===== src/hdl/mppm_pkg.sv =====
// Shared types and constants for the multi-prefix path matcher.
// No dependencies; every other file in hdl imports this package.
package mppm_pkg;

  localparam int RULES      = 16;
  localparam int RULE_BYTES = 64;

  // Fixed field widths of the item ports
  localparam int IDX_W  = 4;
  localparam int BPOS_W = 6;
  localparam int DATA_W = 8;

  // Prefix lengths and path position hold 0..RULE_BYTES
  localparam int LEN_W  = $clog2(RULE_BYTES + 1);
  // Address of one byte within a rule bank
  localparam int ADDR_W = (RULE_BYTES > 1) ? $clog2(RULE_BYTES) : 1;

  typedef enum logic [1:0] {
    OP_WR_BYTE = 2'd0,
    OP_SET_LEN = 2'd1,
    OP_PATH    = 2'd2,
    OP_CLEAR   = 2'd3
  } op_t;

  // One item as it stands in the compare stage
  typedef struct packed {
    op_t               op;
    logic [IDX_W-1:0]  idx;
    logic [LEN_W-1:0]  len;      // saturated new length
    logic [DATA_W-1:0] data;
    logic              last;
    logic              consume;  // path byte is compared and counted
    logic [LEN_W-1:0]  pos;      // path position before this byte
  } item_t;

endpackage


===== src/hdl/mppm_bank.sv =====
// Byte store of one rule: one write port, one read port with registered data.
// Depends on mppm_pkg.
module mppm_bank (
  input  logic                        clk,
  input  logic                        we,
  input  logic [mppm_pkg::ADDR_W-1:0] waddr,
  input  logic [mppm_pkg::DATA_W-1:0] wdata,
  input  logic                        re,
  input  logic [mppm_pkg::ADDR_W-1:0] raddr,
  output logic [mppm_pkg::DATA_W-1:0] rdata
);
  import mppm_pkg::*;

  logic [DATA_W-1:0] mem [RULE_BYTES];

  always_ff @(posedge clk) begin
    if (we) begin
      mem[waddr] <= wdata;
    end
  end

  always_ff @(posedge clk) begin
    if (re) begin
      rdata <= mem[raddr];
    end
  end

endmodule


===== config.mk =====
export PLATFORM = sky130hd
export DESIGN_NAME = mppm_bank
export DESIGN_NICKNAME = d
export VERILOG_FILES = /design/src/hdl/mppm_pkg.sv /design/src/hdl/mppm_bank.sv
export SDC_FILE = /design/constraint.sdc
export NUM_CORES = 1
export LEC_CHECK = 0
export BUFFER_PORTS_ARGS = -buffer_cell sky130_fd_sc_hd__buf_2
export CORE_UTILIZATION = 42
export DETAILED_ROUTE_END_ITERATION = 16
export GPL_TIMING_DRIVEN = 0
export PLACE_DENSITY_LB_ADDON = 0.2
export SLEW_MARGIN = 10
export SYNTH_ARGS = -nofsm -noshare
export SYNTH_HDL_FRONTEND = slang
export SYNTH_SLANG_ARGS = --single-unit

===== constraint.sdc =====
create_clock -name clk -period 3.1 [get_ports clk]
set_clock_uncertainty 0.2 [all_clocks]
set_input_delay 0.465 -clock clk [delete_from_list [all_inputs] [get_ports clk]]
set_output_delay 0.465 -clock clk [all_outputs]
set_load 0.02 [all_outputs]

[After elaboration in Yosys (flattened, before gate mapping)]
Memories as Yosys holds them, arrays and structs flattened. A register that Yosys moved wholly into a read port is not among the register bits.
Index checks and enable logic that the tools add are counted.
Storage, ports and cells
  logic and storage cells: 3
  bits in latches: 0
  bits in registers: 0
  output and inout port bits: 8
  memory bits (writable): 512
  bits of input ports: 23
  ROM bits: 0
  memories kept: 1
Memory list
  mem: depth 64, bits a word 8, rd ports 1, clocked after Yosys merged registers in 1, wr ports 1, RTL line mppm_bank.sv:14  | logic [DATA_W-1:0] mem [RULE_BYTES];
Operators by class
  shifts and indexed selects: 0
  mux-type cells: 2
  magnitude comparators: 0
  bitwise logic cells: 0
  multipliers: 0
  reduce and logical (&&, ||, !) cells: 0
  divide/modulo/power cells: 0
  eq/ne operators: 0
  add/sub/neg operators: 0
Operators by type and width (count)
  $mux W1: 2

[Longest topological paths before layout]
  depth in word-level cells: 2
  gate-level depth with buffers: 9
  gate-level depth less buffers: 5

[Worst setup path after synthesis]
No wires, ideal clock.
  kind: in2reg
  from: in raddr[1] (netlist bit)
  to: reg rdata[3] (netlist bit) (read register of mem), data pin
  library setup time: 0.266 ns
  cell stages on the path: 7
  path slack: 0.629 ns
  required time: 2.634 ns
  arrival time: 2.005 ns
  path through: buf_4 > buf_2 > buf_2 > mux4_2 > mux4_2 > o21ai_1 > o41ai_1
RTL lines
  start: declaration: RTL line mppm_bank.sv:9  | input logic [mppm_pkg::ADDR_W-1:0] raddr,
  end: declaration: RTL line mppm_bank.sv:10  | output logic [mppm_pkg::DATA_W-1:0] rdata

==> metrics.yaml <==
floorplanning:
  die_x_um: 222
  start_util_pct: 42.5
  pin_count: 31
  rows: 80
  die_h_um: 222
  fp.coreArea_um2: 47600
  die_area_um2: 49100
timing:
  hold_ws_ns: 0.0619
  worst_slack_ns: 0.0680
  grt_setup_unrepaired: "false"
  fmax_mhz: 330
  maxSlewHeadroom_pct: 16.0
  worstMarginPinSlew_ns: 1.26
  hold_violations: 0
  min_period_ns: 3.03
  finalSetupViolations: 0
  drv_slew: 0
  period_share_pct: 97.8
grt:
  grt_max_degree: 65
  grt_pass1_wl_mm: 70.4
  overflow: 0
  grt_use_total_pct: 20.2
  antenna_found_initial: 7
  grt_pass1_vias: 9934
synthesis:
  netlist.area_leader.share_pct: 77.1
  yosys.cell_count.top_type: "edfxtp_1"
  avgSynthCellArea_um2: 21.5
  synth_area_leaders: "edfxtp_1 77%, mux4_2 14%, nor2_1 1.5%"
  synth_edf_count: 520
  synth.yosys.warnings: 0
  yosysUniqueCellTypes: 39
  synth.cell_area_um2: 20200
  synthCells: 940
  ys_ff_latch: 520
  ys_seq_area_share_pct: 77.1
  synth_nets: 963
  synthArstFlopShare_pct: 0
  synthFlopType: "edfxtp_1"
  synth_common_cells: "520 x edfxtp_1, 126 x mux4_2, 83 x nor2_1, 23 x mux2i_1, 19 x nand2_1"
  yosysTopAreaCell: "edfxtp_1"
drt:
  drt_iter0_markers: 1146
  via_per_inst: 5.85
  finalWirelength_mm: 49.0
  first_pass_iters: 5
  wl_per_cell_um: 29.4
  vias: 9760
  drc: 0
  ant_nets: 0
status:
  status: "finished clean"
critical_path:
  end_kind: "flop"
  cp-start-kind: "primary input"
  worst-setup-path-type: "in2reg"
  reg2reg_slack_ns: 0.64
  r2r_start: "mem[29][6]"
  cp_data_required_time_ns: 3.22
  critPathArrivalTime_ns: 3.15
  path_max_fanout: 10
  startpoint: "raddr[1]"
clock_network:
  clock_latency_ns: 0.60
  cts_tree: "built"
  clkTransAtPathRegs_ns: 0.06
  cts_setup_buffers: 0
  ctsHoldBuffers: 0
  clock_sinks: 520
  cts_buffer_depth: 3
  htreeDepth: 2
  cts-root-buf: "clkbuf_16"
  cts_buffers: 52
run:
  drv_cap: 0
worst_hold_path:
  hold_start: "re"
  hold_class: "in2reg"
power:
  vdd_ir_drop_max_uv: 411
  clockPowerShare_pct: 40.8
  p_sw_uw: 3090
  power_density_nw_per_um2: 639
  internal-power_uw: 11400
  seqPwrFrac_pct: 53.8
  combPwrFrac_pct: 5.4
  power_uw: 14500
  p_leak_uw: 0.00700
  p_sw_share_pct: 21.3
layout:
  drive_above_1_share_pct: 24.6
  area_delta_synth_final_pct: 12.2
  nFillCells: 3933
  nNetsFinal: 1039
  finalInstanceArea_um2: 22700
  final_util_pct: 47.7
placement:
  hpwl_mm: 31.2
  port_buffers: 22
  pre_cts_ws_ns: -0.544
  placed_cell_area_um2: 21100
  routabilityCongestion: 0.876
## per-stage QoR
step / TNS, ns / cells
6_report: 0 / 1668
5_1_grt: 0 / 1666
4_1_cts: 0 / 1666
3_5_place_dp: -3.38 / 1577
3_3_place_gp: -3.24 / 1577
2_1_floorplan: 0 / 940
## metal layers
layer / GRT usage [%] / wire length (µm) / vias up
met4: 7.19 / 1420 / 4
met1: 29.3 / 21500 / 5203
met2: 30.6 / 22400 / 369
met5: 0 / 25 / -
li1: - / - / 4094
met3: 4.03 / 3640 / 90
## cells by family after synthesis
logic type	count (synthesis)	share of synthesized area, %
DFF	520	77.1
muxes	162	15.9
and+or+nand+nor	153	3.37
AOI/OAI and AO/OA	54	2.06
buffers and inverters	51	1.56
## critical path: stages
cell and delay, ns:
buf_4 0.20, buf_2 0.53, buf_4 0.35, buf_2 0.41
nand3b_1 0.32, o22ai_1 0.21, o41ai_1 0.63
## registers in the layout, indices dropped and copies added, names as in the netlist
register / flops
rdata: 8
mem: 512
## area by class of cell
cell class | count | area (µm²) | area share [%]
buffer | 50 | 313 | 1.38
timing repair buffer | 23 | 140 | 0.617
antenna | 2 | 5.00 | 0.0220
tap | 615 | 769 | 3.39
multi-input combinational | 369 | 4330 | 19.0
clock inverter | 24 | 185 | 0.815
sequential | 520 | 15600 | 68.7
clock buffer | 65 | 1370 | 6.03
## what timing repair did
item,in CTS,in global routing
endpoints found under the setup margin,0,1
gates resized for setup,0,0
endpoints found under the hold margin,0,0
## worst paths after layout
| kind | to | depth (start not counted) |
|---|---|---|
| worst max-delay path | rdata[3] | 7 |
| worst min-delay path | rdata[3] | 1 |
| worst max register to register | rdata[6] | 5 |
| worst min register to register | rdata[7] | 4 |
## power groups by stage
stage | Sequential, µW | Clock (µW) | Combinational, µW
CTS | 7810 | 6000 | 790
global route | 7810 | 6240 | 827
finish | 7810 | 5910 | 786
global placement | 7960 | 0 | 778
detailed placement | 7960 | 0 | 789
floorplan | 7970 | 0 | 415
## placed cells by master, fill, tap and decap left out, types with 3 or more instances in the layout
master	Yosys	layout
a211oi_1	4	4
a21oi_1	3	3
a221oi_1	6	6
a22oi_1	3	3
buf_1	4	3
buf_12	2	3
buf_2	11	29
buf_4	13	17
buf_6	4	4
bufinv_16	0	3
clkbuf_1	17	29
clkbuf_16	0	53
clkinv_1	0	14
clkinv_2	0	5
edfxtp_1	520	520
mux2_2	13	13
mux2i_1	23	23
mux4_2	126	126
nand2_1	19	19
nand2b_1	7	7
nand3_1	13	13
nand3b_1	3	3
nor2_1	83	83
nor2b_1	14	14
nor3_1	7	5
o2111ai_1	3	3
o221ai_1	8	8
o22ai_1	8	8
o2bb2ai_1	3	3
Note: power is estimated with default switching activity, not from simulation.
