==> src/hdl/mppm_pkg.sv <==
// Shared types and constants for the multi-prefix path matcher.
// No dependencies; every other file in hdl imports this package.
package mppm_pkg;

  localparam int RULES      = 16;
  localparam int RULE_BYTES = 64;

  // Fixed field widths of the item ports
  localparam int IDX_W  = 4;
  localparam int BPOS_W = 6;
  localparam int DATA_W = 8;

  // Prefix lengths and path position hold 0..RULE_BYTES
  localparam int LEN_W  = $clog2(RULE_BYTES + 1);
  // Address of one byte within a rule bank
  localparam int ADDR_W = (RULE_BYTES > 1) ? $clog2(RULE_BYTES) : 1;

  typedef enum logic [1:0] {
    OP_WR_BYTE = 2'd0,
    OP_SET_LEN = 2'd1,
    OP_PATH    = 2'd2,
    OP_CLEAR   = 2'd3
  } op_t;

  // One item as it stands in the compare stage
  typedef struct packed {
    op_t               op;
    logic [IDX_W-1:0]  idx;
    logic [LEN_W-1:0]  len;      // saturated new length
    logic [DATA_W-1:0] data;
    logic              last;
    logic              consume;  // path byte is compared and counted
    logic [LEN_W-1:0]  pos;      // path position before this byte
  } item_t;

endpackage

==> src/hdl/mppm_match.sv <==
// Compare stage: rule lengths, live-candidate flags and the lowest-index match.
// Depends on mppm_pkg.
module mppm_match (
  input  logic                                      clk,
  input  logic                                      rst_n,
  input  logic                                      fire,
  input  mppm_pkg::item_t                           item,
  input  logic [mppm_pkg::RULES-1:0][mppm_pkg::DATA_W-1:0] rd_bytes,
  output logic                                      res_allowed,
  output logic [mppm_pkg::IDX_W-1:0]                res_rule
);
  import mppm_pkg::*;

  logic [LEN_W-1:0] len_r   [RULES];
  logic [LEN_W-1:0] len_nxt [RULES];
  logic [RULES-1:0] alive_r;
  logic [RULES-1:0] alive_nxt;
  logic [RULES-1:0] alive_cmp;
  logic [RULES-1:0] hit_vec;
  logic [LEN_W-1:0] pos_after;

  assign pos_after = item.pos + LEN_W'(item.consume);

  // Drop every candidate whose byte at this position differs
  always_comb begin
    for (int i = 0; i < RULES; i++) begin
      alive_cmp[i] = alive_r[i] &&
                     !(item.consume && (item.pos < len_r[i]) &&
                       (rd_bytes[i] != item.data));
      hit_vec[i]   = (len_r[i] != '0) && (len_r[i] <= pos_after) && alive_cmp[i];
    end
  end

  // Lowest matching index wins
  always_comb begin
    res_allowed = 1'b1;
    res_rule    = '0;
    for (int i = RULES - 1; i >= 0; i--) begin
      if (hit_vec[i]) begin
        res_allowed = 1'b0;
        res_rule    = IDX_W'(i);
      end
    end
  end

  always_comb begin
    alive_nxt = alive_r;
    for (int i = 0; i < RULES; i++) begin
      len_nxt[i] = len_r[i];
    end
    if (fire) begin
      case (item.op)
        OP_SET_LEN: begin
          for (int i = 0; i < RULES; i++) begin
            if (item.idx == IDX_W'(i)) begin
              len_nxt[i] = item.len;
            end
          end
        end
        OP_CLEAR: begin
          for (int i = 0; i < RULES; i++) begin
            len_nxt[i] = '0;
          end
        end
        OP_PATH: begin
          alive_nxt = item.last ? '1 : alive_cmp;
        end
        default: begin
          alive_nxt = alive_r;
        end
      endcase
    end
  end

  always_ff @(posedge clk) begin
    if (!rst_n) begin
      alive_r <= '1;
      for (int i = 0; i < RULES; i++) begin
        len_r[i] <= '0;
      end
    end else begin
      alive_r <= alive_nxt;
      for (int i = 0; i < RULES; i++) begin
        len_r[i] <= len_nxt[i];
      end
    end
  end

endmodule
==> config.mk <==
export PLATFORM = sky130hd
export DESIGN_NAME = mppm_match
export DESIGN_NICKNAME = d
export VERILOG_FILES = /design/src/hdl/mppm_pkg.sv /design/src/hdl/mppm_match.sv
export SDC_FILE = /design/constraint.sdc
export NUM_CORES = 1
export LEC_CHECK = 0
export BUFFER_PORTS_ARGS = -buffer_cell sky130_fd_sc_hd__buf_2
export CORE_UTILIZATION = 50
export CTS_CLUSTER_SIZE = 20
export DETAILED_ROUTE_END_ITERATION = 6
export PLACE_DENSITY = 0.8
export SYNTH_ARGS = -nofsm -noshare
export SYNTH_HDL_FRONTEND = slang
export SYNTH_SLANG_ARGS = --single-unit
==> constraint.sdc <==
create_clock -name clk -period 8.95 [get_ports clk]
set_clock_uncertainty 0.05 [all_clocks]
set_input_delay 2.2375 -clock clk [delete_from_list [all_inputs] [get_ports clk]]
set_output_delay 2.2375 -clock clk [all_outputs]
set_load 0.1 [all_outputs]
# == Yosys cells after proc, flatten, opt, wreduce, memory -nomap -nowiden ==
# Memories as Yosys holds them, arrays and structs flattened.
# Index checks and enable logic that the tools add are counted.
# classes
addsub,1
order_cmp,32
eq_ne,34
muxes,69
bitwise,16
reduce_logical,114
# ops
cell,n
2-to-1 mux 7 bit,32
one-hot mux 112 bit (2 select lines),1
inequality test 8 bit,16
<= comparator 7 bit,16
< comparator 7 bit,16
2-to-1 mux 112 bit,1
nonzero test 7 bit,16
logical AND 1 bit,80
2-to-1 mux 4 bit,16
"== test 4 bit, second input constant",8
2-to-1 mux 1 bit,18
"== test 4 x 3 -> 1 bit, second input constant",4
logical NOT 1 bit,16
2-to-1 mux 16 bit,1
bitwise OR 1 bit,16
"== test 4 x 2 -> 1 bit, second input constant",2
adder 7 x 1 -> 7 bit,1
"== test 2 bit, second input constant",2
"== test 4 x 1 -> 1 bit, second input constant",1
logical NOT 4 bit,1
"== test 2 x 1 -> 1 bit, second input constant",1
AND reduction 2 bit,1
# totals
reg_bits,16
ramBits,112
inputBits,161
out_inout_bits,5
elab_cells,268
n_memories,1
# mem_list
name,depth,word_bits,rd,rd_ports_with_merged_regs,wr,line_no,source
len_r,16,7,16,0,16,mppm_match.sv:14,logic [LEN_W-1:0] len_r [RULES];

# == Depth between registers and ports, before layout ==
# Gate-level depths: netlist (run 1).
# depth
word_depth,22
depth_mapped,14
ltp_nobuf,14

# == Least setup slack after synthesis (run 1) ==
# Ideal clock, no wire load.
# synth_path
path_kind,input -> output
from,input item[0] in the netlist's numbering
to,output res_rule[0] in the netlist's numbering
t_arrival_ns,7.339
t_required_ns,6.662
setup_slack_ns,-0.677
stages,12
path_buffers,0
cell_sequence,ha_1 -> ha_1 -> and3_1 -> nand3_1 -> xor2_1 -> ha_1 -> and3_1 -> a31o_2 -> o22ai_1 -> o211ai_1 -> a2111o_1 -> a211oi_1
# synth_between
elab_chain_cells,22
elab_cells_between_ends,145
classes_between,add/sub (1); order compare (32); mux (16); reduce/logical (96)
# synth_lines
item,line_no,source
start: declaration,mppm_match.sv:7,"input mppm_pkg::item_t item,"
branches (longest 21 deep; another with adder 7 x 1 -> 7 bit),--,
2-to-1 mux 4 bit *,mppm_match.sv:39,if (hit_vec[i]) begin
end: declaration,mppm_match.sv:10,output logic [mppm_pkg::IDX_W-1:0] res_rule
# Mark *: on every way between the ends.

# == Worst setup path in the final report (run 1) ==
# layout_path
from,input item[7] in the netlist's numbering
to,output res_rule[2] in the netlist's numbering
# layout_between
elab_chain_cells,21
elab_cells_between_ends,129
classes_between,add/sub (1); order compare (16); mux (16); reduce/logical (96)
# layout_lines
item,line_no
branches (longest 20 deep; another with adder 7 x 1 -> 7 bit),--
2-to-1 mux 4 bit *,mppm_match.sv:39
# Marks and branches as above.

==> results of run 1 <==
[final timing paths]
| check | cells after the start | to |
|---|---|---|
| worst max-delay path | 16 | res_rule[2] |
| worst min-delay path | 2 | alive_r[13]$_SDFFE_PN1P_ |
| worst max register to register | 8 | alive_r[14]$_SDFFE_PN1P_ |
| worst min register to register | 2 | alive_r[13]$_SDFFE_PN1P_ |
[worst max-delay path: cells and delay by family]
family                   cells  cell delay (ns)
adder cells (fa/ha/maj)      3             0.82
AO/OA/AOI/OAI                5             1.17
XOR/XNOR                     1             0.87
AND/OR/NAND/NOR              5             0.82
buffers and inverters        2             0.37
[per-layer routing]
| layer | wire length [um] | GRT usage | vias to the layer above |
|---|---|---|---|
| met5 | 11 | 0 | - |
| met4 | 2240 | 0.202 | 2 |
| met3 | 3830 | 0.0700 | 177 |
| met2 | 17800 | 0.528 | 596 |
| met1 | 15800 | 0.369 | 5333 |
| li1 | - | - | 5390 |
[registers in the layout (all words and copies together), names as in the netlist]
| register | cells |
|---|---|
| alive_r | 16 |
| len_r | 112 |
[power by group through the flow]
stage,logic (mW),clock network [mW],registers (mW)
6_report,0.609,0.644,0.607
5_1_grt,0.658,0.668,0.608
4_1_cts,0.599,0.644,0.606
3_5_place_dp,0.594,0,0.618
3_3_place_gp,0.574,0,0.618
2_1_floorplan,0.389,0,0.611
[kinds of logic (layout without fill, tap and decap cells)]
logic type	count (synthesis)	in the layout
and+or+nand+nor	385	385
buffers and inverters	181	342
muxes	112	112
DFF	128	128
adders and majority gates	200	200
AOI/OAI and AO/OA	278	278
other	0	1
xor gates and xnor gates	138	138
[cell usage in the layout (no fill, tap or decap), types with 17 or more instances in the layout]
cell type and instances:
a21oi_1 57, nand4_1 37, nor2b_1 132, buf_2 159
nor2_1 34, xnor2_1 34, nand2_1 57, a21o_1 22
nand3_1 24, buf_4 20, nor4_1 33, xor2_1 96
clkbuf_16 17, dfxtp_1 128, o21ai_0 45, o21ai_1 18
ha_1 196, mux2i_1 112, nand2b_1 21, inv_1 126
[area by class of cell]
class | count | area [um2] | area share
flip-flops and latches | 128 | 2560 | 0.184
repair buffers | 184 | 1050 | 0.0749
inverters | 126 | 473 | 0.0339
clock inverters | 7 | 62.6 | 0.00448
diodes | 1 | 2.50 | 0.000179
multi-input cells | 1113 | 8960 | 0.642
clock buffers | 25 | 455 | 0.0326
well taps | 319 | 399 | 0.0286
==> results.sh, run 1 <==
export IMPL_p_sw_frac=0.350
export IMPL_maxCapViolCount=0
export IMPL_hpwl_um=29200
export IMPL_ctsHoldBuffers=0
export IMPL_timing_final_crit_period_ns=8.58
export IMPL_syn_avg_cell_area_um2=8.59
export IMPL_ir_worst_vdd_v=0.000213
export IMPL_synthCells=1422
export IMPL_postCtsSetupRepairBufs=0
export IMPL_tns_ns=0
export IMPL_yosysTopAreaCellShare=0.210
export IMPL_first_iter_violations=911
export IMPL_ys_top_cells_by_area="dfxtp_1, ha_1, mux2i_1"
export IMPL_power_mw=1.86
export IMPL_grt_pass1_vias=11000
export IMPL_tightest_slew_ns=1.23
export IMPL_gp_congestion=0.964
export IMPL_numPortBuffers=165
export IMPL_track_usage=0.318
export IMPL_max_slew_margin=0.177
export IMPL_yosys_top_cells_count="ha_1, nor2b_1, dfxtp_1"
export IMPL_setup_worst_path_end_class="primary output"
export IMPL_placed_cells_incl_taps=1870
export IMPL_wl_per_cell_um=20.8
export IMPL_hold_path_class="reg2reg"
export IMPL_synth_fa_ha_area_frac=0.204
export IMPL_critical_path_class="in2out"
export IMPL_coreArea_um2=23700
export IMPL_overflow=0
export IMPL_post_route_period_util=0.959
export IMPL_fin_nets=1927
export IMPL_comb_power_share=0.328
export IMPL_final_max_slew_viol_count=0
export IMPL_drt_vias_per_instance=6.04
export IMPL_cts_root_buffer="clkbuf_16"
export IMPL_grt_max_degree=114
export IMPL_first_pass_iters=6
export IMPL_yosysTopAreaCell="dfxtp_1"
export IMPL_finalHoldViolCount=0
export IMPL_place_area_um2=13400
export IMPL_slowest_stage="xor2_2"
export IMPL_cp_startpoint="item[7]"
export IMPL_synth_compound_area_frac=0.154
export IMPL_numCtsBuffers=17
export IMPL_reg2reg_slack_ns=6.49
export IMPL_die_area_um2=25100
export IMPL_rsz0062_at_grt="no"
export IMPL_status="completed"
export IMPL_synth_ff_type="dfxtp_1"
export IMPL_synth_xor_area_share=0.104
export IMPL_critPathArrivalTime_ns=6.29
export IMPL_synth_simple_area_share=0.177
export IMPL_pwr_share_seq=0.326
export IMPL_clk_latency_ns=0.43
export IMPL_muxShareOfSynthArea=0.0918
export IMPL_area_growth_pct=14.3
export IMPL_ys_warnings_count=0
export IMPL_cp_data_required_time_ns=6.66
export IMPL_clkPwrFrac=0.346
export IMPL_num_vias=11500
export IMPL_postRouteAntennaNets=0
export IMPL_cts_tree="yes"
export IMPL_worst_path_max_fanout=16
export IMPL_synth_seq_cells=128
export IMPL_cts_resized=0
export IMPL_cts_reportedPaths_clkPinSlew_ns=0.05
export IMPL_route_detailed_drc=0
export IMPL_crit_top_cell="ha_1"
export IMPL_grt_pass1_wl_um=59300
export IMPL_r2r_start="len_r[1][48]$_SDFFE_PN0P_"
export IMPL_final_util=0.589
export IMPL_instances_no_fill=1903
export IMPL_hold_worst_slack_ns=0.394
export IMPL_drive_above_1_share=0.140
export IMPL_ys_seq_area_frac=0.210
export IMPL_finalWirelength_um=39600
export IMPL_antenna_found_initial=2
export IMPL_h_tree_depth=4
export IMPL_p_leak_nw=6.42
export IMPL_setup_ws_ns=0.368
export IMPL_core_rowCount=56
export IMPL_start_util=0.516
export IMPL_p_int_mw=1.21
export IMPL_cts_sinks=128
export IMPL_synth_top_family_by_area="adder cells"
export IMPL_async_reset_ff_frac=0
export IMPL_synth_net_count=1779
export IMPL_power_switching_mw=0.650
export IMPL_max_freq_mhz=117
export IMPL_syn_cell_area_um2=12200
export IMPL_synthDistinctLibCells=64
export IMPL_synth_most_common_cell="ha_1"
export IMPL_fin_area_um2=14000
export IMPL_die_w_um=158
export IMPL_num_fill_cells=2086
export IMPL_clock_path_buffers=2
export IMPL_crit_chain="buf_2, ha_1, ha_1, and3_1, nand3_1, xor2_2, ha_1, nand4_1, nor2_1, a211oi_1, a21oi_1, o211a_1, nor4_1, o21ai_0, a31oi_1, buf_12"
export IMPL_setup_viol=0
export IMPL_synth_edf_count=0
export IMPL_slowest_delay_ns=0.87
export IMPL_power_density_nw_per_um2=133
export IMPL_start_kind="primary input"
export IMPL_hp_start="alive_r[13]$_SDFFE_PN1P_"
export IMPL_die_height_um=158
export IMPL_pin_count=166
export IMPL_place_ws_ns=0.494
Power figures use the tool's default switching activity.
==> inputs of run 2 (changes only) <==
--- a/config.mk
+++ b/config.mk
@@ -6,10 +6,10 @@
 export NUM_CORES = 1
 export LEC_CHECK = 0
 export BUFFER_PORTS_ARGS = -buffer_cell sky130_fd_sc_hd__buf_2
-export CORE_UTILIZATION = 50
+export CORE_UTILIZATION = 55
 export CTS_CLUSTER_SIZE = 20
 export DETAILED_ROUTE_END_ITERATION = 6
-export PLACE_DENSITY = 0.8
+export PLACE_DENSITY = 0.86
 export SYNTH_ARGS = -nofsm -noshare
 export SYNTH_HDL_FRONTEND = slang
 export SYNTH_SLANG_ARGS = --single-unit
==> results.sh, run 2 (synthesis results as in run 1) <==
export IMPL_status="completed"
export IMPL_critical_path_class="in2out"
export IMPL_finalHoldViolCount=0
export IMPL_ctsHoldBuffers=0
export IMPL_overflow=0
export IMPL_pin_count=166
export IMPL_cts_tree="yes"
export IMPL_gp_congestion=1.00
export IMPL_clkPwrFrac=0.385
export IMPL_track_usage=0.356
export IMPL_maxCapViolCount=0
export IMPL_finalWirelength_um=40300
export IMPL_ff_latch_area_um2=2560
export IMPL_comb_power_share=0.308
export IMPL_timing_final_crit_period_ns=8.60
export IMPL_antenna_found_initial=1
export IMPL_num_vias=11800
export IMPL_hp_start="alive_r[15]$_SDFFE_PN1P_"
export IMPL_core_rowCount=54
export IMPL_fin_area_um2=14000
export IMPL_numPortBuffers=165
export IMPL_postRouteAntennaNets=0
export IMPL_largest_reg_flops=112
export IMPL_pwr_share_seq=0.307
export IMPL_cp_data_required_time_ns=6.66
export IMPL_drt_vias_per_instance=6.31
export IMPL_final_common_cell="ha_1"
export IMPL_rsz0062_at_grt="no"
export IMPL_postCtsSetupRepairBufs=0
export IMPL_place_ws_ns=0.433
export IMPL_area_growth_pct=14.7
export IMPL_final_util=0.642
export IMPL_power_density_nw_per_um2=141
export IMPL_setup_viol=0
export IMPL_p_sw_frac=0.337
export IMPL_numCtsBuffers=17
export IMPL_first_iter_violations=965
export IMPL_coreArea_um2=21800
export IMPL_h_tree_depth=4
export IMPL_final_cell_mix="ha_1, buf_2, nor2b_1, dfxtp_1, inv_1"
export IMPL_route_detailed_drc=0
export IMPL_ir_worst_vdd_v=0.000178
export IMPL_p_int_mw=1.31
export IMPL_largest_register="len_r"
export IMPL_final_max_slew_viol_count=0
export IMPL_cts_resized=0
export IMPL_cts_sinks=128
export IMPL_grt_max_degree=114
export IMPL_max_slew_margin=0.175
export IMPL_first_pass_iters=5
export IMPL_place_area_um2=13400
export IMPL_setup_worst_path_end_class="primary output"
export IMPL_tightest_slew_ns=1.24
export IMPL_cts_reportedPaths_clkPinSlew_ns=0.05
export IMPL_post_route_period_util=0.961
export IMPL_grt_pass1_vias=11600
export IMPL_die_area_um2=22800
export IMPL_multiInputGateArea_um2=8960
export IMPL_wl_per_cell_um=21.6
export IMPL_die_height_um=151
export IMPL_critPathArrivalTime_ns=6.31
export IMPL_hold_path_class="reg2reg"
export IMPL_start_util=0.560
export IMPL_worst_path_max_fanout=16
export IMPL_setup_ws_ns=0.350
export IMPL_hpwl_um=29300
export IMPL_cp_startpoint="item[7]"
export IMPL_drive_above_1_share=0.143
export IMPL_cts_root_buffer="clkbuf_16"
export IMPL_clock_path_buffers=2
export IMPL_power_mw=1.98
export IMPL_max_freq_mhz=116
export IMPL_tns_ns=0
export IMPL_clk_latency_ns=0.44
export IMPL_biggestRegsByFlops="len_r (112), alive_r (16)"
export IMPL_die_w_um=151
export IMPL_fin_nets=1927
export IMPL_r2r_start="len_r[1][48]$_SDFFE_PN0P_"
export IMPL_p_leak_nw=6.46
export IMPL_power_switching_mw=0.667
export IMPL_num_fill_cells=1799
export IMPL_grt_pass1_wl_um=60900
export IMPL_start_kind="primary input"
==> run 2: cell count changes in the layout (fill, tap and decap cells not counted) <==
cell and change:
clkinvlp_4 +1, clkinv_4 +1, clkbuf_1 -5, bufinv_16 +3, clkbuf_8 +2, clkinv_2 -2, buf_4 -1, buf_2 +1
==> run 2: through the flow <==
stage	hold WS, ns	std cells
floorplan	0.372	1422
global placement	0.381	1831
detailed placement	0.383	1831
CTS	0.394	1863
global route	0.411	1864
finish	0.397	1864
==> run 2: power by group through the flow <==
stage | clock network (mW) | registers (mW) | logic [mW]
6_report | 0.761 | 0.607 | 0.610
5_1_grt | 0.781 | 0.608 | 0.658
4_1_cts | 0.757 | 0.606 | 0.599
3_5_place_dp | 0 | 0.618 | 0.592
3_3_place_gp | 0 | 0.618 | 0.572
2_1_floorplan | 0 | 0.611 | 0.389
==> run 2: critical path: stages <==
cell and delay (ns):
buf_2 0.10, ha_1 0.17, ha_1 0.26, and3_1 0.29
nand3_1 0.14, xor2_2 0.89, ha_1 0.39, and3_1 0.18
a31o_2 0.20, o22ai_1 0.23, o211ai_1 0.14, a2111o_1 0.45
a211oi_2 0.39, buf_12 0.23
==> run 2: area by class of cell <==
cell class,instances,share of cell area
Inverter,126,0.0338
Clock buffer,22,0.0331
Antenna cell,1,0.000179
Timing Repair Buffer,184,0.0745
Sequential cell,128,0.183
Clock inverter,10,0.0113
Multi-Input combinational cell,1113,0.639
Tap cell,280,0.0250
==> run 2: routing by layer <==
metal | wire length [um] | up-vias | GRT usage
li1 | - | 5392 | -
met1 | 15300 | 5511 | 0.404
met5 | 0 | - | 0
met2 | 18200 | 662 | 0.585
met3 | 4020 | 197 | 0.0813
met4 | 2720 | 0 | 0.267
==> run 2: final timing paths <==
kind | endpoint | slack (ns) | cells after the start
max | res_rule[0] | 0.35 | 14
min | alive_r[15]$_SDFFE_PN1P_ | 0.40 | 2
max reg2reg | alive_r[14]$_SDFFE_PN1P_ | 6.44 | 8
min reg2reg | alive_r[15]$_SDFFE_PN1P_ | 0.40 | 2
==> inputs of run 3 (changes only) <==
--- a/config.mk
+++ b/config.mk
@@ -5,6 +5,7 @@
 export SDC_FILE = /design/constraint.sdc
 export NUM_CORES = 1
 export LEC_CHECK = 0
+export ABC_AREA = 1
 export BUFFER_PORTS_ARGS = -buffer_cell sky130_fd_sc_hd__buf_2
 export CORE_UTILIZATION = 55
 export CTS_CLUSTER_SIZE = 20
==> results.sh, run 3 <==
export IMPL_numPortBuffers=165
export IMPL_syn_avg_cell_area_um2=7.18
export IMPL_cts_resized=0
export IMPL_setup_worst_path_end_class="primary output"
export IMPL_post_route_period_util=0.934
export IMPL_yosys_top_cells_count="nand2_1, inv_1, a21oi_1"
export IMPL_synth_seq_cells=128
export IMPL_area_growth_pct=14.2
export IMPL_tns_ns=0
export IMPL_clkPwrFrac=0.357
export IMPL_coreArea_um2=21100
export IMPL_p_leak_nw=6.40
export IMPL_critPathArrivalTime_ns=6.08
export IMPL_final_max_slew_viol_count=0
export IMPL_die_area_um2=22100
export IMPL_syn_cell_area_um2=11800
export IMPL_synth_fa_ha_area_frac=0.207
export IMPL_ys_seq_area_frac=0.216
export IMPL_critical_path_class="in2out"
export IMPL_slowest_delay_ns=0.48
export IMPL_cts_root_buffer="clkbuf_16"
export IMPL_finalHoldViolCount=0
export IMPL_antenna_found_initial=1
export IMPL_grt_max_degree=128
export IMPL_hold_end="alive_r[12]$_SDFFE_PN1P_"
export IMPL_yosysTopAreaCell="dfxtp_1"
export IMPL_final_common_cell="nand2_1"
export IMPL_hold_path_class="reg2reg"
export IMPL_synth_simple_area_share=0.207
export IMPL_path_buf_inv=3
export IMPL_grt_pass1_vias=12400
export IMPL_first_iter_violations=1196
export IMPL_synthDistinctLibCells=58
export IMPL_slowest_stage="buf_2"
export IMPL_num_vias=12900
export IMPL_ys_top_cells_by_area="dfxtp_1, ha_1, a21oi_1"
export IMPL_numCtsBuffers=17
export IMPL_ctsHoldBuffers=0
export IMPL_comb_power_share=0.324
export IMPL_gp_congestion=0.966
export IMPL_drive_above_1_share=0.165
export IMPL_fin_area_um2=13500
export IMPL_biggestRegsByFlops="len_r (112), alive_r (16)"
export IMPL_grt_pass1_wl_um=62600
export IMPL_violations="DRC"
export IMPL_p_sw_frac=0.361
export IMPL_setup_viol=0
export IMPL_tightest_slew_ns=1.37
export IMPL_rr_endpoint="alive_r[1]$_SDFFE_PN1P_"
export IMPL_largest_reg_flops=112
export IMPL_worst_path_max_fanout=13
export IMPL_synthCells=1649
export IMPL_max_freq_mhz=120
export IMPL_hp_start="alive_r[12]$_SDFFE_PN1P_"
export IMPL_maxCapViolCount=0
export IMPL_start_kind="primary input"
export IMPL_rsz0062_at_grt="no"
export IMPL_synth_ff_type="dfxtp_1"
export IMPL_route_detailed_drc=1
export IMPL_final_cell_mix="nand2_1, inv_1, a21oi_1, ha_1, buf_2"
export IMPL_ys_warnings_count=0
export IMPL_final_util=0.641
export IMPL_die_w_um=149
export IMPL_timing_final_crit_period_ns=8.36
export IMPL_num_fill_cells=1795
export IMPL_crit_chain="buf_2, buf_4, ha_1, a21oi_1, nand2_1, a21oi_1, nor2_1, o21a_1, o21ai_0, o311ai_1, o2111ai_1, nand2_1, nor2_1, nand2_1, a21oi_1, buf_2"
export IMPL_cp_data_required_time_ns=6.66
export IMPL_start_util=0.561
export IMPL_cts_tree="yes"
export IMPL_power_density_nw_per_um2=145
export IMPL_power_switching_mw=0.710
export IMPL_fin_nets=2158
export IMPL_pwr_share_seq=0.320
export IMPL_power_mw=1.97
export IMPL_largest_register="len_r"
export IMPL_place_area_um2=12900
export IMPL_h_tree_depth=4
export IMPL_hpwl_um=28800
export IMPL_overflow=0
export IMPL_synth_compound_area_frac=0.221
export IMPL_cts_sinks=128
export IMPL_die_height_um=149
export IMPL_status="finished with violations"
export IMPL_synth_most_common_cell="nand2_1"
export IMPL_postRouteAntennaNets=0
export IMPL_r2r_start="len_r[0][9]$_SDFFE_PN0P_"
export IMPL_async_reset_ff_frac=0
export IMPL_synth_net_count=2006
export IMPL_core_rowCount=53
export IMPL_clock_path_buffers=2
export IMPL_synth_xor_area_share=0.0547
export IMPL_ir_worst_vdd_v=0.000108
export IMPL_r2r_cells=11
export IMPL_reg2reg_slack_ns=6.31
export IMPL_pin_count=166
export IMPL_synth_edf_count=0
export IMPL_track_usage=0.370
export IMPL_cts_reportedPaths_clkPinSlew_ns=0.06
export IMPL_first_pass_iters=7
export IMPL_muxShareOfSynthArea=0
export IMPL_postCtsSetupRepairBufs=0
export IMPL_p_int_mw=1.26
export IMPL_clk_latency_ns=0.43
export IMPL_drt_vias_per_instance=6.15
export IMPL_hold_worst_slack_ns=0.429
export IMPL_wl_per_cell_um=19.4
export IMPL_max_slew_margin=0.0850
export IMPL_min_path_cells=2
export IMPL_critPathTopFamily="compound AO/OA/AOI/OAI gates"
export IMPL_antenna_diode_count=0
export IMPL_yosysTopAreaCellShare=0.216
export IMPL_finalWirelength_um=40500
export IMPL_synth_top_family_by_area="compound AO/OA/AOI/OAI gates"
==> run 3: changes by cell type after synthesis, sizes merged, moves of 26 or more <==
cell   change
nand2    +194
a21oi    +148
nor2b    -132
mux2i    -112
o21ai    +108
inv       +91
xor2      -88
nand3     +55
or2       +46
xnor2     +27
nor2      +26
==> run 3: worst max path at each step <==
stage / end / from / slack (ns) / cells after the start
after floorplan: res_rule[1] / item[0] / 0.27 / 14
after global placement: res_rule[0] / item[0] / 0.91 / 26
after detailed placement: res_rule[0] / item[0] / 0.82 / 26
after CTS: res_rule[0] / item[0] / 0.79 / 26
after global routing: res_rule[0] / item[0] / 0.46 / 27
final: res_rule[3] / item[2] / 0.59 / 16
==> run 3: cells by family after synthesis <==
| family | count (synthesis) |
|---|---|
| compound gates | 459 |
| simple gates | 518 |
| xor+xnor | 73 |
| fa+ha+maj | 196 |
| flops | 128 |
| buf+inv | 275 |
==> run 3: area by class of cell <==
cell class	instances	area, um2	share of cell area
well taps	275	344	0.0255
clock buffers	23	508	0.0376
repair buffers	189	1020	0.0754
clock inverters	9	80.1	0.00592
flip-flops and latches	128	2560	0.190
inverters	219	822	0.0608
multi-input cells	1246	8180	0.605
==> run 3: worst register-to-register path, delay by kind of cell (launching register included) <==
family | cells | cell delay, ns
buffers and inverters | 1 | 0.08
adders and majority gates | 1 | 0.29
and+or+nand+nor | 4 | 0.36
DFF | 1 | 0.36
AOI/OAI and AO/OA | 5 | 1.35
==> run 3: power by group through the flow <==
| stage | sequential, mW | clock, mW | combinational [mW] |
|---|---|---|---|
| floorplan | 0.631 | 0 | 0.418 |
| global placement | 0.638 | 0 | 0.585 |
| detailed placement | 0.639 | 0 | 0.610 |
| CTS | 0.627 | 0.697 | 0.618 |
| global route | 0.631 | 0.729 | 0.694 |
| finish | 0.628 | 0.701 | 0.636 |
==> run 3: through the flow <==
step,instances,setup WS [ns]
6_report,2089,0.586
2_1_floorplan,1649,0.272
3_3_place_gp,2057,0.914
3_5_place_dp,2057,0.824
5_1_grt,2089,0.458
4_1_cts,2089,0.790
==> run 3: layer usage <==
| layer | share of wire | vias up | track usage |
|---|---|---|---|
| li1 | - | 5992 | - |
| met1 | 0.37 | 5808 | 0.435 |
| met2 | 0.45 | 845 | 0.608 |
| met3 | 0.13 | 204 | 0.0957 |
| met4 | 0.056 | 2 | 0.213 |
| met5 | 0.00032 | - | 0 |
